===== src/sv/fdt_pkg.sv =====
`timescale 1ns / 1ps
// Shared types and constants for the FDT structure-block token parser.
// No dependencies; used by every module of the block.
package fdt_pkg;

    localparam int MAX_DEPTH = 64;
    localparam int DEPTH_W   = $clog2(MAX_DEPTH + 1);
    localparam int CFG_IDX_W = 2;

    localparam logic [31:0] TAG_BEGIN    = 32'h1;
    localparam logic [31:0] TAG_ENDNODE  = 32'h2;
    localparam logic [31:0] TAG_PROP     = 32'h3;
    localparam logic [31:0] TAG_NOP      = 32'h4;
    localparam logic [31:0] TAG_END      = 32'h9;
    localparam logic [7:0]  ALIGN_VERSION = 8'd16;

    localparam logic [CFG_IDX_W-1:0] CFG_DT_VERSION = 2'd0;
    localparam logic [CFG_IDX_W-1:0] CFG_START_ODD  = 2'd1;

    localparam logic [7:0] DT_VERSION_RST = 8'd17;

    typedef enum logic [2:0] {
        M_TAG  = 3'd0,
        M_NAME = 3'd1,
        M_LEN  = 3'd2,
        M_OFF  = 3'd3,
        M_PAD  = 3'd4,
        M_DATA = 3'd5,
        M_STOP = 3'd6
    } t_mode;

    typedef enum logic [2:0] {
        EV_NODE_BEGIN = 3'd0,
        EV_NODE_NAME  = 3'd1,
        EV_NODE_END   = 3'd2,
        EV_NOP        = 3'd3,
        EV_PROP_HDR   = 3'd4,
        EV_PROP_DATA  = 3'd5,
        EV_END        = 3'd6,
        EV_ERROR      = 3'd7
    } t_event;

    typedef enum logic [1:0] {
        CLS_NONE   = 2'd0,
        CLS_STRING = 2'd1,
        CLS_CELLS  = 2'd2,
        CLS_BYTES  = 2'd3
    } t_class;

    typedef enum logic [1:0] {
        ERR_NONE      = 2'd0,
        ERR_UNK_TAG   = 2'd1,
        ERR_UNDERFLOW = 2'd2,
        ERR_OVERFLOW  = 2'd3
    } t_err;

    // running string-list check over property data bytes
    typedef struct packed {
        logic seg_has_char;
        logic string_ok;
        logic last_nul;
    } t_cls_flags;

    typedef struct packed {
        t_event      event_res;
        logic [6:0]  depth;
        logic [31:0] prop_len;
        logic [31:0] name_offset;
        logic [31:0] data_word;
        logic [2:0]  bytes_valid;
        logic        is_last;
        t_class      data_class;
        t_err        error_code;
    } t_result;

endpackage


===== src/sv/fdt_struct_token_parser_unit.sv =====
`timescale 1ns / 1ps
// Top level of the FDT structure-block token parser: config registers,
// output register and handshake. Depends on fdt_pkg and fdt_parse_core.
//
//  channel   | direction | handshake                  | payload
//  ----------+-----------+----------------------------+------------------------------
//  in        | input     | i_in_valid / o_in_stall    | i_frame_start, i_word
//  out       | output    | o_out_valid / i_out_stall  | o_event_res .. o_error_code
//  cfg       | input     | i_cfg_valid / o_cfg_ready  | i_cfg_index, i_cfg_data
//
// One word per cycle while o_in_stall is low; a result appears in the output register
// the cycle after its word is transferred. Latency is set by the single result register.
// Reset (i_rst_n low, synchronous) puts the parser in expect-tag at depth 0.
// o_in_stall rises only while a result is held and i_out_stall is high.
module fdt_struct_token_parser_unit (
    input  logic                            i_clk,
    input  logic                            i_rst_n,
    input  logic                            i_in_valid,
    output logic                            o_in_stall,
    input  logic                            i_frame_start,
    input  logic [31:0]                     i_word,
    output logic                            o_out_valid,
    input  logic                            i_out_stall,
    output logic [2:0]                      o_event_res,
    output logic [6:0]                      o_depth,
    output logic [31:0]                     o_prop_len,
    output logic [31:0]                     o_name_offset,
    output logic [31:0]                     o_data_word,
    output logic [2:0]                      o_bytes_valid,
    output logic                            o_is_last,
    output logic [1:0]                      o_data_class,
    output logic [1:0]                      o_error_code,
    input  logic                            i_cfg_valid,
    output logic                            o_cfg_ready,
    input  logic [fdt_pkg::CFG_IDX_W-1:0]   i_cfg_index,
    input  logic [31:0]                     i_cfg_data
);

    logic [7:0]                    r_dt_version;
    logic                          r_start_odd;
    logic                          r_out_valid;
    fdt_pkg::t_result              r_result;
    logic                          in_xfer;
    logic                          out_load;
    logic                          res_valid;
    fdt_pkg::t_result              res;
    logic [fdt_pkg::DEPTH_W-1:0]   core_depth;

    assign o_cfg_ready = 1'b1;
    assign o_in_stall  = r_out_valid & i_out_stall;
    assign in_xfer     = i_in_valid & ~o_in_stall;
    assign out_load    = ~r_out_valid | ~i_out_stall;

    always_ff @(posedge i_clk) begin
        if (!i_rst_n) begin
            r_dt_version <= fdt_pkg::DT_VERSION_RST;
            r_start_odd  <= 1'b0;
        end else if (i_cfg_valid && o_cfg_ready) begin
            case (i_cfg_index)
                fdt_pkg::CFG_DT_VERSION: r_dt_version <= i_cfg_data[7:0];
                fdt_pkg::CFG_START_ODD:  r_start_odd  <= i_cfg_data[0];
                default: ;
            endcase
        end
    end

    fdt_parse_core u_core (
        .i_clk         (i_clk),
        .i_rst_n       (i_rst_n),
        .i_accept      (in_xfer),
        .i_frame_start (i_frame_start),
        .i_word        (i_word),
        .i_dt_version  (r_dt_version),
        .i_start_odd   (r_start_odd),
        .o_res_valid   (res_valid),
        .o_result      (res),
        .o_depth       (core_depth)
    );

    always_ff @(posedge i_clk) begin
        if (!i_rst_n) begin
            r_out_valid <= 1'b0;
        end else if (out_load) begin
            r_out_valid <= in_xfer & res_valid;
        end
    end

    always_ff @(posedge i_clk) begin
        if (out_load && in_xfer) begin
            r_result <= res;
        end
    end

    assign o_out_valid   = r_out_valid;
    assign o_event_res   = r_result.event_res;
    assign o_depth       = r_result.depth;
    assign o_prop_len    = r_result.prop_len;
    assign o_name_offset = r_result.name_offset;
    assign o_data_word   = r_result.data_word;
    assign o_bytes_valid = r_result.bytes_valid;
    assign o_is_last     = r_result.is_last;
    assign o_data_class  = r_result.data_class;
    assign o_error_code  = r_result.error_code;

`ifndef NO_ASSERTIONS
    a_depth_bound: assert property (@(posedge i_clk) disable iff (!i_rst_n)
        core_depth <= fdt_pkg::DEPTH_W'(fdt_pkg::MAX_DEPTH))
        else $error("nesting depth above limit");

    a_error_coded: assert property (@(posedge i_clk) disable iff (!i_rst_n)
        o_out_valid && o_event_res == fdt_pkg::EV_ERROR |-> o_error_code != fdt_pkg::ERR_NONE)
        else $error("error event without error code");

    a_class_on_last: assert property (@(posedge i_clk) disable iff (!i_rst_n)
        o_out_valid && o_data_class != fdt_pkg::CLS_NONE
            |-> o_event_res == fdt_pkg::EV_PROP_DATA && o_is_last)
        else $error("data class outside last data word");

    a_no_result_when_held: assert property (@(posedge i_clk) disable iff (!i_rst_n)
        o_in_stall |-> o_out_valid)
        else $error("input stalled with empty output register");
`endif

endmodule


===== src/sv/fdt_byte_class.sv =====
`timescale 1ns / 1ps
// Classifies up to four leading bytes of a property data word.
// Depends on fdt_pkg.
module fdt_byte_class (
    input  logic [31:0]         i_word,
    input  logic [2:0]          i_count,
    input  fdt_pkg::t_cls_flags i_flags,
    output fdt_pkg::t_cls_flags o_flags
);

    always_comb begin
        logic [7:0] b;
        o_flags = i_flags;
        for (int i = 0; i < 4; i++) begin
            b = i_word[31 - 8 * i -: 8];
            if (3'(i) < i_count) begin
                if (b == 8'h00) begin
                    // empty segment breaks a string list
                    if (!o_flags.seg_has_char) begin
                        o_flags.string_ok = 1'b0;
                    end
                    o_flags.seg_has_char = 1'b0;
                    o_flags.last_nul     = 1'b1;
                end else begin
                    if (b < 8'h20 || b > 8'h7E) begin
                        o_flags.string_ok = 1'b0;
                    end
                    o_flags.seg_has_char = 1'b1;
                    o_flags.last_nul     = 1'b0;
                end
            end
        end
    end

endmodule


===== src/sv/fdt_parse_core.sv =====
`timescale 1ns / 1ps
// Parser state and per-word token decode; one word per accepted transfer.
// Depends on fdt_pkg and fdt_byte_class.
module fdt_parse_core (
    input  logic                           i_clk,
    input  logic                           i_rst_n,
    input  logic                           i_accept,
    input  logic                           i_frame_start,
    input  logic [31:0]                    i_word,
    input  logic [7:0]                     i_dt_version,
    input  logic                           i_start_odd,
    output logic                           o_res_valid,
    output fdt_pkg::t_result               o_result,
    output logic [fdt_pkg::DEPTH_W-1:0]    o_depth
);

    fdt_pkg::t_mode                r_mode, n_mode, mode_eff;
    logic [fdt_pkg::DEPTH_W-1:0]   r_depth, n_depth, depth_eff;
    logic [31:0]                   r_bytes_left, n_bytes_left, left_eff;
    logic [31:0]                   r_held_len, n_held_len, held_eff;
    logic                          r_parity, par_eff;
    fdt_pkg::t_cls_flags           r_flags, n_flags, cls_out;
    logic [2:0]                    data_cnt;
    logic [31:0]                   left_after;
    logic [2:0]                    name_cnt;
    logic                          name_last;

    // frame start clears the parser before the word is decoded
    assign mode_eff  = i_frame_start ? fdt_pkg::M_TAG : r_mode;
    assign depth_eff = i_frame_start ? '0 : r_depth;
    assign left_eff  = i_frame_start ? 32'd0 : r_bytes_left;
    assign held_eff  = i_frame_start ? 32'd0 : r_held_len;
    assign par_eff   = i_frame_start ? i_start_odd : r_parity;

    assign data_cnt   = (left_eff < 32'd4) ? left_eff[2:0] : 3'd4;
    assign left_after = left_eff - {29'd0, data_cnt};

    always_comb begin
        name_last = 1'b1;
        if (i_word[31:24] == 8'h00) begin
            name_cnt = 3'd0;
        end else if (i_word[23:16] == 8'h00) begin
            name_cnt = 3'd1;
        end else if (i_word[15:8] == 8'h00) begin
            name_cnt = 3'd2;
        end else if (i_word[7:0] == 8'h00) begin
            name_cnt = 3'd3;
        end else begin
            name_cnt  = 3'd4;
            name_last = 1'b0;
        end
    end

    fdt_byte_class u_byte_class (
        .i_word  (i_word),
        .i_count (data_cnt),
        .i_flags (r_flags),
        .o_flags (cls_out)
    );

    // next state
    always_comb begin
        n_mode       = mode_eff;
        n_depth      = depth_eff;
        n_bytes_left = left_eff;
        n_held_len   = held_eff;
        n_flags      = r_flags;
        case (mode_eff)
            fdt_pkg::M_TAG: begin
                if (i_word == fdt_pkg::TAG_BEGIN) begin
                    if (depth_eff >= fdt_pkg::DEPTH_W'(fdt_pkg::MAX_DEPTH)) begin
                        n_mode = fdt_pkg::M_STOP;
                    end else begin
                        n_depth = depth_eff + 1'b1;
                        n_mode  = fdt_pkg::M_NAME;
                    end
                end else if (i_word == fdt_pkg::TAG_ENDNODE) begin
                    if (depth_eff == '0) begin
                        n_mode = fdt_pkg::M_STOP;
                    end else begin
                        n_depth = depth_eff - 1'b1;
                    end
                end else if (i_word == fdt_pkg::TAG_NOP) begin
                    n_mode = fdt_pkg::M_TAG;
                end else if (i_word == fdt_pkg::TAG_PROP) begin
                    n_mode = fdt_pkg::M_LEN;
                end else begin
                    n_mode = fdt_pkg::M_STOP;
                end
            end
            fdt_pkg::M_NAME: begin
                if (name_last) begin
                    n_mode = fdt_pkg::M_TAG;
                end
            end
            fdt_pkg::M_LEN: begin
                n_held_len = i_word;
                n_mode     = fdt_pkg::M_OFF;
            end
            fdt_pkg::M_OFF: begin
                n_bytes_left = held_eff;
                n_flags      = '{seg_has_char: 1'b0, string_ok: 1'b1, last_nul: 1'b0};
                if (held_eff == 32'd0) begin
                    n_mode = fdt_pkg::M_TAG;
                end else if (i_dt_version < fdt_pkg::ALIGN_VERSION &&
                             held_eff >= 32'd8 && !par_eff) begin
                    n_mode = fdt_pkg::M_PAD;
                end else begin
                    n_mode = fdt_pkg::M_DATA;
                end
            end
            fdt_pkg::M_PAD: begin
                n_mode = fdt_pkg::M_DATA;
            end
            fdt_pkg::M_DATA: begin
                n_flags      = cls_out;
                n_bytes_left = left_after;
                if (left_after == 32'd0) begin
                    n_mode = fdt_pkg::M_TAG;
                end
            end
            fdt_pkg::M_STOP: begin
                n_mode = fdt_pkg::M_STOP;
            end
            default: begin
                n_mode = fdt_pkg::M_STOP;
            end
        endcase
    end

    // result decode
    always_comb begin
        o_res_valid = 1'b0;
        o_result    = '0;
        o_result.depth = 7'(depth_eff);
        case (mode_eff)
            fdt_pkg::M_TAG: begin
                o_res_valid = (i_word != fdt_pkg::TAG_PROP);
                if (i_word == fdt_pkg::TAG_BEGIN) begin
                    if (depth_eff >= fdt_pkg::DEPTH_W'(fdt_pkg::MAX_DEPTH)) begin
                        o_result.event_res  = fdt_pkg::EV_ERROR;
                        o_result.data_word  = i_word;
                        o_result.error_code = fdt_pkg::ERR_OVERFLOW;
                    end else begin
                        o_result.event_res = fdt_pkg::EV_NODE_BEGIN;
                    end
                end else if (i_word == fdt_pkg::TAG_ENDNODE) begin
                    if (depth_eff == '0) begin
                        o_result.event_res  = fdt_pkg::EV_ERROR;
                        o_result.data_word  = i_word;
                        o_result.error_code = fdt_pkg::ERR_UNDERFLOW;
                    end else begin
                        o_result.event_res = fdt_pkg::EV_NODE_END;
                    end
                end else if (i_word == fdt_pkg::TAG_NOP) begin
                    o_result.event_res = fdt_pkg::EV_NOP;
                end else if (i_word == fdt_pkg::TAG_END) begin
                    o_result.event_res = fdt_pkg::EV_END;
                end else begin
                    o_result.event_res  = fdt_pkg::EV_ERROR;
                    o_result.data_word  = i_word;
                    o_result.error_code = fdt_pkg::ERR_UNK_TAG;
                end
            end
            fdt_pkg::M_NAME: begin
                o_res_valid          = 1'b1;
                o_result.event_res   = fdt_pkg::EV_NODE_NAME;
                o_result.data_word   = i_word;
                o_result.bytes_valid = name_cnt;
                o_result.is_last     = name_last;
            end
            fdt_pkg::M_OFF: begin
                o_res_valid          = 1'b1;
                o_result.event_res   = fdt_pkg::EV_PROP_HDR;
                o_result.prop_len    = held_eff;
                o_result.name_offset = i_word;
            end
            fdt_pkg::M_DATA: begin
                o_res_valid          = 1'b1;
                o_result.event_res   = fdt_pkg::EV_PROP_DATA;
                o_result.data_word   = i_word;
                o_result.bytes_valid = data_cnt;
                if (left_after == 32'd0) begin
                    o_result.is_last = 1'b1;
                    if (cls_out.string_ok && cls_out.last_nul) begin
                        o_result.data_class = fdt_pkg::CLS_STRING;
                    end else if (held_eff[1:0] == 2'b00) begin
                        o_result.data_class = fdt_pkg::CLS_CELLS;
                    end else begin
                        o_result.data_class = fdt_pkg::CLS_BYTES;
                    end
                end
            end
            default: begin
                o_res_valid = 1'b0;
            end
        endcase
    end

    always_ff @(posedge i_clk) begin
        if (!i_rst_n) begin
            r_mode       <= fdt_pkg::M_TAG;
            r_depth      <= '0;
            r_bytes_left <= '0;
            r_held_len   <= '0;
            r_parity     <= 1'b0;
            r_flags      <= '{seg_has_char: 1'b0, string_ok: 1'b1, last_nul: 1'b0};
        end else if (i_accept) begin
            r_mode       <= n_mode;
            r_depth      <= n_depth;
            r_bytes_left <= n_bytes_left;
            r_held_len   <= n_held_len;
            r_parity     <= ~par_eff;
            r_flags      <= n_flags;
        end
    end

    assign o_depth = r_depth;

endmodule


===== config.mk =====
export PLATFORM = sky130hd
export DESIGN_NAME = fdt_struct_token_parser_unit
export DESIGN_NICKNAME = d
export VERILOG_FILES = /design/src/sv/fdt_pkg.sv /design/src/sv/fdt_struct_token_parser_unit.sv /design/src/sv/fdt_byte_class.sv /design/src/sv/fdt_parse_core.sv
export SDC_FILE = /design/constraint.sdc
export NUM_CORES = 1
export LEC_CHECK = 0
export BUFFER_PORTS_ARGS = -buffer_cell sky130_fd_sc_hd__buf_2
export CORE_ASPECT_RATIO = 1.4
export CORE_MARGIN = 2
export CORE_UTILIZATION = 60
export DETAILED_ROUTE_END_ITERATION = 8
export HOLD_SLACK_MARGIN = 0.06
export PLACE_DENSITY = 0.88
export SYNTH_ARGS = -nofsm -noshare
export SYNTH_HDL_FRONTEND = slang
export SYNTH_SLANG_ARGS = --single-unit

===== constraint.sdc =====
create_clock -name i_clk -period 12.6 [get_ports i_clk]
set_clock_uncertainty 0.15 [all_clocks]
set_input_delay 2.52 -clock i_clk [delete_from_list [all_inputs] [get_ports i_clk]]
set_output_delay 2.52 -clock i_clk [all_outputs]
set_load 0.02 [all_outputs]

==> flow_metrics.tcl <==
set metrics [dict create \
    globalplace.congestion 0.950 \
    cts-root-buf "clkbuf_16" \
    clock_path_buffers 2 \
    async_reset_ff_share_pct 0 \
    critPathMaxFanout 46 \
    synth_top_area_share_pct 35.5 \
    drtPass1Iterations 6 \
    cts_buffers 17 \
    hold_class "reg2reg" \
    io_pins 189 \
    dieWidth_um 111 \
    power_w 0.00145 \
    cts_sinks 198 \
    finalMaxSlewViolations 0 \
    min_period_over_period_pct 50.0 \
    syn_nets 1038 \
    period_needed_ps 6300 \
    cp-end-kind "register" \
    final_cell_area_um2 11200 \
    p_per_area_nw_per_um2 130 \
    syn_area_per_cell_um2 10.0 \
    ff_latch_area_um2 5100 \
    dpl-instance-area_um2 10500 \
    die_height_um 154 \
    track_usage_pct 30.2 \
    clock_latency_ps 450 \
    start_util_pct 61.6 \
    synthToLayoutAreaGrowth_pct 15.6 \
    rsz0062_at_grt "no" \
    whs_ps 322 \
    p_leak_nw 4.25 \
    setup.worst_path.class "in2reg" \
    cts_tree "done" \
    fp.coreArea_um2 15700 \
    first_iter_violations 973 \
    viasPerCell 6.53 \
    multiInputGateArea_um2 4250 \
    routed_wl_um 26400 \
    dp_hpwl_um 17500 \
    relSlewSlack_pct 12.6 \
    antenna_found_initial 0 \
    finalSetupViolations 0 \
    postCtsSetupBuffers 0 \
    io_buffers 160 \
    max_freq_ghz 0.159 \
    synth_top_flop_cell "edfxtp_1" \
    crit_path_cell_trace "buf_2 -> buf_4 -> a31oi_1 -> nand2_1 -> ha_1 -> inv_1 -> o2111ai_1 -> o311ai_0 -> and3_1 -> nand4_1 -> nor4_2 -> nand3_2 -> o31a_1" \
    n_antenna_cell 0 \
    rows 54 \
    hold_buffers 0 \
    grt.overflow.total 0 \
    cts.clk_slew.worst_paths_ps 80 \
    grt_start_max_net_pins 100 \
    status "finished, final reports clean" \
    postRouteAntennaNets 0 \
    critPathLaunchType "input port" \
    critPathMaxStageDelay_ps 590 \
    final.setup.tns_ps 0 \
    cts_max_level 4 \
    synthCells 962 \
    yosysWarnings 0 \
    synth.distinct_cells 70 \
    r2r_cells 13 \
    synth_most_common_cell "edfxtp_1" \
    finalHoldViolCount 0 \
    syn_area_um2 9650 \
    synthTopCellsByCount "114 x edfxtp_1, 92 x and2_1, 84 x dfxtp_1" \
    cp_slowest_cell "a31oi_1" \
    required_ps 12780 \
    drc 0 \
    synth_seq_cells 198 \
    grt_pass1_wl_um 41600 \
    arrival_ps 6480 \
    cts.repair.resized 0 \
    synth.area.top_cells "edfxtp_1 35%, dfxtp_1 17%, and2_1 6.0%" \
    yosysSeqAreaShare_pct 52.9 \
    ir_worst_vdd_mv 0.122 \
    worst_pin_slew_ps 1300 \
    nFillCells 1106 \
    synth_top_area_cell "edfxtp_1" \
    first_global_vias 7887 \
    finalCoreUtilization_pct 71.2 \
    post_drt_wl_per_cell_um 20.4 \
    hold_depth 2 \
    fin_nets 1165 \
    die_area_um2 17100 \
    via_count 8479 \
    drive_above_1_share_pct 20.0 \
    synth_edf_count 114 \
    cap_violations 0 \
]
[critical path, delay by kind of cell]
family                     cells  cell delay, ps
AOI/OAI and AO/OA              4            1670
adders and majority gates      1             390
buffers and inverters          3             760
and+or+nand+nor                5            1100
[cells by family after synthesis]
logic type	share of synthesized area, %
DFF	52.9
other	0.0389
and+or+nand+nor	25.0
adders and majority gates	0.519
buffers and inverters	3.27
xor gates and xnor gates	1.36
muxes	0.947
AOI/OAI and AO/OA	15.9
[per-stage QoR]
stage	std cells	setup WS (ps)
2_1_floorplan	962	5590
3_3_place_gp	1266	6060
3_5_place_dp	1266	6040
4_1_cts	1298	6430
5_1_grt	1298	5950
6_report	1298	6300
[layout by cell type, fill, tap and decap left out, types with 11 or more instances in the layout]
cell	Yosys	routed
nand4_1	16	16
buf_2	3	160
dfxtp_1	84	84
nor3_1	24	23
clkbuf_16	0	17
nor2_1	49	49
o21bai_1	11	11
nand2_1	70	70
inv_1	20	20
a31oi_1	14	14
o21ai_0	37	37
a21boi_0	11	11
nand3_1	18	18
xnor2_1	15	15
nor2b_1	79	79
or3_1	12	12
a22oi_1	49	49
edfxtp_1	114	114
nor4_1	28	27
a21oi_1	38	38
and2_1	92	92
[worst paths after layout]
kind,start,endpoint,slack [ps]
worst max-delay path,i_frame_start,u_core.r_mode[2]$_SDFFE_PN0P_,6300
worst min-delay path,r_dt_version[4]$_SDFFE_PN1P_,r_dt_version[4]$_SDFFE_PN1P_,320
worst max register to register,u_core.r_bytes_left[14]$_SDFFE_PN0P_,u_core.r_mode[2]$_SDFFE_PN0P_,7440
worst min register to register,r_dt_version[4]$_SDFFE_PN1P_,r_dt_version[4]$_SDFFE_PN1P_,320
[power breakdown]
| group | total, W | internal [W] | switching (W) |
|---|---|---|---|
| clock network | 0.000550 | 0.000269 | 0.000280 |
| logic | 0.000176 | 0.0000544 | 0.000121 |
| registers | 0.000725 | 0.000712 | 0.0000126 |
| total | 0.00145 | 0.00104 | 0.000414 |
[layer usage]
layer	wire length [um]	GRT usage [%]	up-vias
met4	1160	13.9	0
met1	9800	37.9	4031
li1	-	-	3798
met3	2250	4.77	99
met2	13200	51.5	551
met5	0	0	-
[state kept, by name (all words and copies together), names as in the netlist, 4 cells and up]
name	flops
u_core.r_held_len	32
u_core.r_bytes_left	32
o_name_offset	32
o_prop_len	32
r_dt_version	4
o_data_word	32
u_core.o_depth	7
o_depth	7
[cell type report]
| class | count | share of cell area (%) |
|---|---|---|
| sequential | 198 | 45.8 |
| clock buffer | 17 | 3.81 |
| tap | 196 | 2.20 |
| multi-input combinational | 682 | 38.1 |
| timing repair buffer | 169 | 7.78 |
| inverter | 21 | 0.729 |
| clock inverter | 15 | 1.64 |
No activity file was read; power rests on OpenSTA's default activity.
